### src/pfra_pkg.sv
// ----------------------------------------------------------------------------
// pfra_pkg
// Types and constants shared by the page frame run allocator modules.
// ----------------------------------------------------------------------------
package pfra_pkg;

	localparam int PAGE_W      = 16;
	localparam int CNT_W       = 17;
	localparam int LFC_W       = 7;
	localparam int LOCAL_LIMIT = 64;

	localparam logic [CNT_W-1:0] NIL     = '1;
	localparam logic [CNT_W-1:0] CNT_MAX = '1;

	localparam logic [1:0] KIND_INGEST = 2'd0;
	localparam logic [1:0] KIND_ALLOC  = 2'd1;
	localparam logic [1:0] KIND_FREE   = 2'd2;

	localparam logic [1:0] STATUS_OK     = 2'd0;
	localparam logic [1:0] STATUS_NOPAGE = 2'd1;
	localparam logic [1:0] STATUS_REJECT = 2'd2;

	localparam logic [1:0] REG_CACHE_ENABLE   = 2'd0;
	localparam logic [1:0] REG_DAEMON_ATTACH  = 2'd1;
	localparam logic [1:0] REG_WAKE_FREE      = 2'd2;
	localparam logic [1:0] REG_WAKE_PERCENT   = 2'd3;

	typedef struct packed {
		logic [1:0]        kind;
		logic [PAGE_W-1:0] page;
		logic [CNT_W-1:0]  page_count;
	} in_item_t;

	typedef struct packed {
		logic [1:0]        status;
		logic [PAGE_W-1:0] alloc_page;
		logic              wake_daemon;
	} out_item_t;

	typedef enum logic [3:0] {
		CMD_NONE,
		CMD_LOAD,
		CMD_ING_A,
		CMD_ING_B,
		CMD_GRD,
		CMD_GPOP,
		CMD_LPUSH,
		CMD_LRD,
		CMD_LPOP,
		CMD_NOPAGE,
		CMD_REJECT,
		CMD_FREE_L,
		CMD_FREE_G
	} cmd_t;

	typedef struct packed {
		logic [1:0] kind;
		logic       ing_ok;
		logic       page_zero;
		logic       g_empty;
		logic       l_empty;
		logic       l_room;
		logic       cache_en;
	} dp_status_t;

endpackage

### src/pfra_ctrl.sv
// ----------------------------------------------------------------------------
// pfra_ctrl
// Sequencer that walks each operation through its datapath steps.
// ----------------------------------------------------------------------------
module pfra_ctrl (
	input  logic                clk,
	input  logic                arst_n,
	input  logic                start,
	input  pfra_pkg::dp_status_t st,
	output pfra_pkg::cmd_t      cmd,
	output logic                busy,
	output logic                done
);

	typedef enum logic [16:0] {
		S_IDLE   = 17'h00001,
		S_DECODE = 17'h00002,
		S_ING_A  = 17'h00004,
		S_ING_B  = 17'h00008,
		S_GRD    = 17'h00010,
		S_GPOP   = 17'h00020,
		S_RCHK   = 17'h00040,
		S_RGRD   = 17'h00080,
		S_RGPOP  = 17'h00100,
		S_RPUSH  = 17'h00200,
		S_LRD    = 17'h00400,
		S_LPOP   = 17'h00800,
		S_NOPAGE = 17'h01000,
		S_REJECT = 17'h02000,
		S_FREE_L = 17'h04000,
		S_FREE_G = 17'h08000,
		S_DONE   = 17'h10000
	} state_t;

	state_t state_q, state_d;

	always_ff @(posedge clk or negedge arst_n) begin
		if (!arst_n) begin
			state_q <= S_IDLE;
		end else begin
			state_q <= state_d;
		end
	end

	always_comb begin
		state_d = state_q;
		unique case (state_q)
			S_IDLE: begin
				if (start) state_d = S_DECODE;
			end
			S_DECODE: begin
				case (st.kind)
					pfra_pkg::KIND_INGEST: state_d = st.ing_ok ? S_ING_A : S_DONE;
					pfra_pkg::KIND_ALLOC: begin
						if (st.cache_en) state_d = st.l_empty ? S_RCHK : S_LRD;
						else state_d = st.g_empty ? S_NOPAGE : S_GRD;
					end
					pfra_pkg::KIND_FREE: begin
						if (st.page_zero) state_d = S_REJECT;
						else if (st.cache_en && st.l_room) state_d = S_FREE_L;
						else state_d = S_FREE_G;
					end
					default: state_d = S_DONE;
				endcase
			end
			S_ING_A:  state_d = S_ING_B;
			S_ING_B:  state_d = S_DONE;
			S_GRD:    state_d = S_GPOP;
			S_GPOP:   state_d = S_DONE;
			// The refill loop stops when the cache is full or the global list runs dry.
			S_RCHK: begin
				if (st.l_room && !st.g_empty) state_d = S_RGRD;
				else state_d = st.l_empty ? S_NOPAGE : S_LRD;
			end
			S_RGRD:   state_d = S_RGPOP;
			S_RGPOP:  state_d = S_RPUSH;
			S_RPUSH:  state_d = S_RCHK;
			S_LRD:    state_d = S_LPOP;
			S_LPOP:   state_d = S_DONE;
			S_NOPAGE: state_d = S_DONE;
			S_REJECT: state_d = S_DONE;
			S_FREE_L: state_d = S_DONE;
			S_FREE_G: state_d = S_DONE;
			S_DONE:   state_d = S_IDLE;
			default:  state_d = S_IDLE;
		endcase
	end

	always_comb begin
		unique case (state_q)
			S_IDLE:   cmd = start ? pfra_pkg::CMD_LOAD : pfra_pkg::CMD_NONE;
			S_ING_A:  cmd = pfra_pkg::CMD_ING_A;
			S_ING_B:  cmd = pfra_pkg::CMD_ING_B;
			S_GRD:    cmd = pfra_pkg::CMD_GRD;
			S_RGRD:   cmd = pfra_pkg::CMD_GRD;
			S_GPOP:   cmd = pfra_pkg::CMD_GPOP;
			S_RGPOP:  cmd = pfra_pkg::CMD_GPOP;
			S_RPUSH:  cmd = pfra_pkg::CMD_LPUSH;
			S_LRD:    cmd = pfra_pkg::CMD_LRD;
			S_LPOP:   cmd = pfra_pkg::CMD_LPOP;
			S_NOPAGE: cmd = pfra_pkg::CMD_NOPAGE;
			S_REJECT: cmd = pfra_pkg::CMD_REJECT;
			S_FREE_L: cmd = pfra_pkg::CMD_FREE_L;
			S_FREE_G: cmd = pfra_pkg::CMD_FREE_G;
			default:  cmd = pfra_pkg::CMD_NONE;
		endcase
	end

	assign busy = (state_q != S_IDLE);
	assign done = (state_q == S_DONE);

endmodule

### config.mk
export PLATFORM = sky130hd
export DESIGN_NAME = pfra_ctrl
export DESIGN_NICKNAME = d
export VERILOG_FILES = /design/src/pfra_pkg.sv /design/src/pfra_ctrl.sv
export SDC_FILE = /design/constraint.sdc
export NUM_CORES = 1
export LEC_CHECK = 0
export BUFFER_PORTS_ARGS = -buffer_cell sky130_fd_sc_hd__buf_4
export CAP_MARGIN = 20
export CORE_UTILIZATION = 45
export CTS_CLUSTER_DIAMETER = 200
export CTS_CLUSTER_SIZE = 20
export DETAILED_ROUTE_END_ITERATION = 10
export GPL_TIMING_DRIVEN = 0
export PLACE_DENSITY = 0.72
export SLEW_MARGIN = 20
export SYNTH_ARGS = -nofsm -noshare
export SYNTH_HDL_FRONTEND = slang
export SYNTH_SLANG_ARGS = --single-unit
### constraint.sdc
create_clock -name clk -period 5.1 [get_ports clk]
set_input_delay 0.51 -clock clk [delete_from_list [all_inputs] [get_ports clk]]
set_output_delay 0.51 -clock clk [all_outputs]
set_load 0.01 [all_outputs]
==> results.md <==
- Status: finished, final reports clean
- Final-report max-slew violation count: 0
- Clock slew seen by the registers of the worst setup and hold paths: 0.10 ns
- Share of total power in sequential cells: 0.409
- Mean Syn Cell Area: 9.00 um^2
- Post-synthesis cell count: 119
- VDD IR-drop max: 175 uV
- Y dimension of the die: 50.8 um
- Weighted congestion at the end of routability-driven global placement: 0.827
- Area enclosed by the die boundary: 2580 um^2
- Largest driver fanout on the critical path: 6
- Worst-margin pin slew: 0.946 ns
- PortBufs: 16
- RSZ-0062 raised after global routing: false
- F_max: 282 MHz
- Num rows: 17
- TritonCTS clock tree: done
- Required @ worst endpoint: 4.59 ns
- Core Region: 2230 um^2
- Synthesized-area fraction occupied by adder cells: 0
- Number of distinct library cells after synthesis: 39
- # resized after CTS: 0
- Total number of yosys warnings: 0
- Layout Area Growth over Synthesis: 17.1%
- DRT Pass-1 Iters: 4
- Max-capacitance violation count: 0
- Yosys reg bits: 17
- CP Data Arrival Time: 3.04 ns
- Nature of the critical path endpoint: output pin
- Share of synthesized area spent on multiplexers: 0.0105
- Pin count of the biggest net entering global routing: 18
- Standby leakage power: 0.600 nW
- # setup viols final: 0
- Hold Vio Cnt, Final: 0
- Largest register FFs: 17
- Share of the yosys chip area belonging to registers: 0.398
- Chip width: 50.8 um
- Remaining antenna violation count after routing: 0
- Overflow after GRT: 0
- Power per Cell Area: 311 nW/um^2
- Hold_buf cts: 0
- Final Routed Wirelength: 2450 um
- Routed wirelength normalized by instance count: 14.7 um
- HPWL after detailed placement: 1880 um
- Area fraction in compound gates after synthesis: 0.106
- Max H-tree Level: 1
- Clock tree root driver cell: clkbuf_4
- Reg2Reg Depth: 5
- Count of routing violations after the opening detailed-route iteration: 13
- Total global-route track usage: 0.220
- Layout cell share with drive strength beyond 1: 0.209
- Power Internal: 0.000252 W
- Post-synthesis simple-gate area fraction: 0.383
- Crit start category: flip-flop
- Switching fraction of total power: 0.355
- # Post-CTS Setup Buffers: 0
- Worst setup path category: flip-flop to output pin
- Clock period minus final worst setup slack: 3.55 ns
- Relative contribution of the clock network to total power: 0.182
- Number of global-route vias before repair: 888
- Worst-case headroom to the max-slew limit: 0.363
- Clk_lat worst skew: 0.28 ns
- Startpoint of the lowest-slack register-to-register path: state_q[3]$_DFFE_PN0P_
- Largest family of logic cells by synthesized area: simple AND/OR/NAND/NOR gates
- Remaining DRCs: 0
- Initial Utilization: 0.480
- Aggregate negative setup slack: 0 ns
- Tcrit/Tclk final: 0.696
- Proportion of power drawn by combinational gates: 0.409
- Biggest regs: state_q: 17 flops
- Global-route wire length before repair: 4150 um
- Number of nets in the finished design: 151
- Kind of path behind the tightest hold check: primary input to async pin
- Register-to-register setup slack: 2.40 ns
- Parity-gate share of the synthesized area counting xor and xnor cells: 0.0654
- Number of antenna cells inserted: 0
- Detailed-route vias per instance: 5.79
- Boundary Pins: 17
- Sw power: 0.000139 W
- Critical register-to-register path endpoint: state_q[6]$_DFFE_PN0P_
- Clk sink count: 17
- Worst clock skew: 0.00598 ns
- Initial antenna violation count: 0
- Register with the most flip-flops: state_q
- Maximum clock path buffer count: 2
- Area of the mapped netlist: 1070 um^2
- Total non-filler cell area in the finished layout: 1250 um^2
- Vias after detailed routing: 967
- Placed cell areas: 1230 um^2
- Inserted Clock Buffers: 3
- Syn_nets: 130
## cell usage after synthesis (all sizes together)
library cell  instances  share of area
xnor2                 4          0.033
nor3                  4          0.019
nand4b                1         0.0082
a311o                 1         0.0093
clkbuf                2         0.0070
or3b                  1         0.0082
and4b                 1         0.0093
a31o                  1         0.0082
xor2                  4          0.033
dfstp                 1          0.025
nand4                 1         0.0058
nor4                  6          0.035
nand3b                1         0.0070
mux2                  1          0.011
o32ai                 1         0.0082
a2111o                1          0.011
or4                   4          0.035
o21ai                 6          0.028
nor4b                 4          0.033
dfrtp                16           0.37
nand2                 8          0.028
o21bai                1         0.0070
a31oi                 1         0.0058
or4b                  1         0.0093
a21oi                 3          0.014
nor2                 12          0.042
and3                  4          0.023
inv                   4          0.014
o221ai                1         0.0082
nand3                 4          0.019
nor3b                 7          0.049
a21o                  1         0.0070
nand2b                1         0.0058
and2                  3          0.018
buf                   2          0.015
or2                   1         0.0058
or3                   4          0.023
## worst max-delay path by stage
stage                         to  slack (ns)                   start
after global placement    cmd[1]        1.92  state_q[5]$_DFFE_PN0P_
after detailed placement  cmd[1]        1.90  state_q[5]$_DFFE_PN0P_
after CTS                 cmd[1]        1.57  state_q[3]$_DFFE_PN0P_
after floorplan           cmd[1]        2.11  state_q[5]$_DFFE_PN0P_
final                     cmd[1]        1.55  state_q[3]$_DFFE_PN0P_
after global routing      cmd[1]        1.42  state_q[5]$_DFFE_PN0P_
## per-layer routing
layer	global-route usage	share of wire	up-vias
met4	0.0694	0.011	0
li1	-	-	483
met1	0.301	0.47	468
met2	0.367	0.50	14
met5	0	0	-
met3	0.0182	0.016	2
## worst max-delay path: stages, from the launching register on
cell and delay, ns:
dfrtp_1 0.47, or4_4 0.60, or4_4 0.56, or4_1 0.43
or3b_1 0.45, nand3_1 0.12, buf_4 0.12
## cells by family after synthesis
group                     after synthesis
and+or+nand+nor                        68
muxes                                   1
DFF                                    17
buffers and inverters                   8
xor gates and xnor gates                8
AOI/OAI and AO/OA                      17
## cells in the final DEF (no fill, tap or decap), types with 3 or more instances in the layout
master	n
a21oi_1	3
and2_1	3
and3_1	4
buf_4	16
clkbuf_4	3
dfrtp_1	16
inv_1	4
nand2_1	8
nand3_1	4
nor2_1	12
nor3_1	4
nor3b_1	7
nor4_1	6
nor4b_1	4
o21ai_0	6
or3_1	4
xnor2_1	4
xor2_1	4
## cell type report
class                   instances  area [um^2]
plain buffers                   4         23.8
inverters                       4         15.0
multi-input cells              94          606
flip-flops and latches         17          427
well taps                      28         35.0
clock inverters                 1         5.00
fillers                       217          980
repair buffers                 16          120
clock buffers                   3         22.5
## power groups by stage
stage | Sequential (W) | Combinational (W) | Clock (W)
after CTS | 0.000159 | 0.000157 | 0.0000726
after global placement | 0.000162 | 0.000153 | 0
after floorplan | 0.000159 | 0.000109 | 0
final | 0.000160 | 0.000160 | 0.0000711
after global routing | 0.000161 | 0.000173 | 0.0000809
after detailed placement | 0.000162 | 0.000155 | 0
## per-stage QoR
| stage | setup slack [ns] | instances | utilization | hold slack [ns] | power [W] |
|---|---|---|---|---|---|
| CTS | 1.57 | 167 | 0.561 | 0.0737 | 0.000389 |
| global route | 1.42 | 167 | 0.561 | 0.0672 | 0.000415 |
| global placement | 1.92 | 163 | 0.549 | 0.385 | 0.000315 |
| detailed placement | 1.90 | 163 | 0.549 | 0.389 | 0.000317 |
| finish | 1.55 | 167 | 0.561 | 0.0665 | 0.000390 |
| floorplan | 2.11 | 119 | - | 0.214 | 0.000268 |
(Power assumes the default switching activity.)
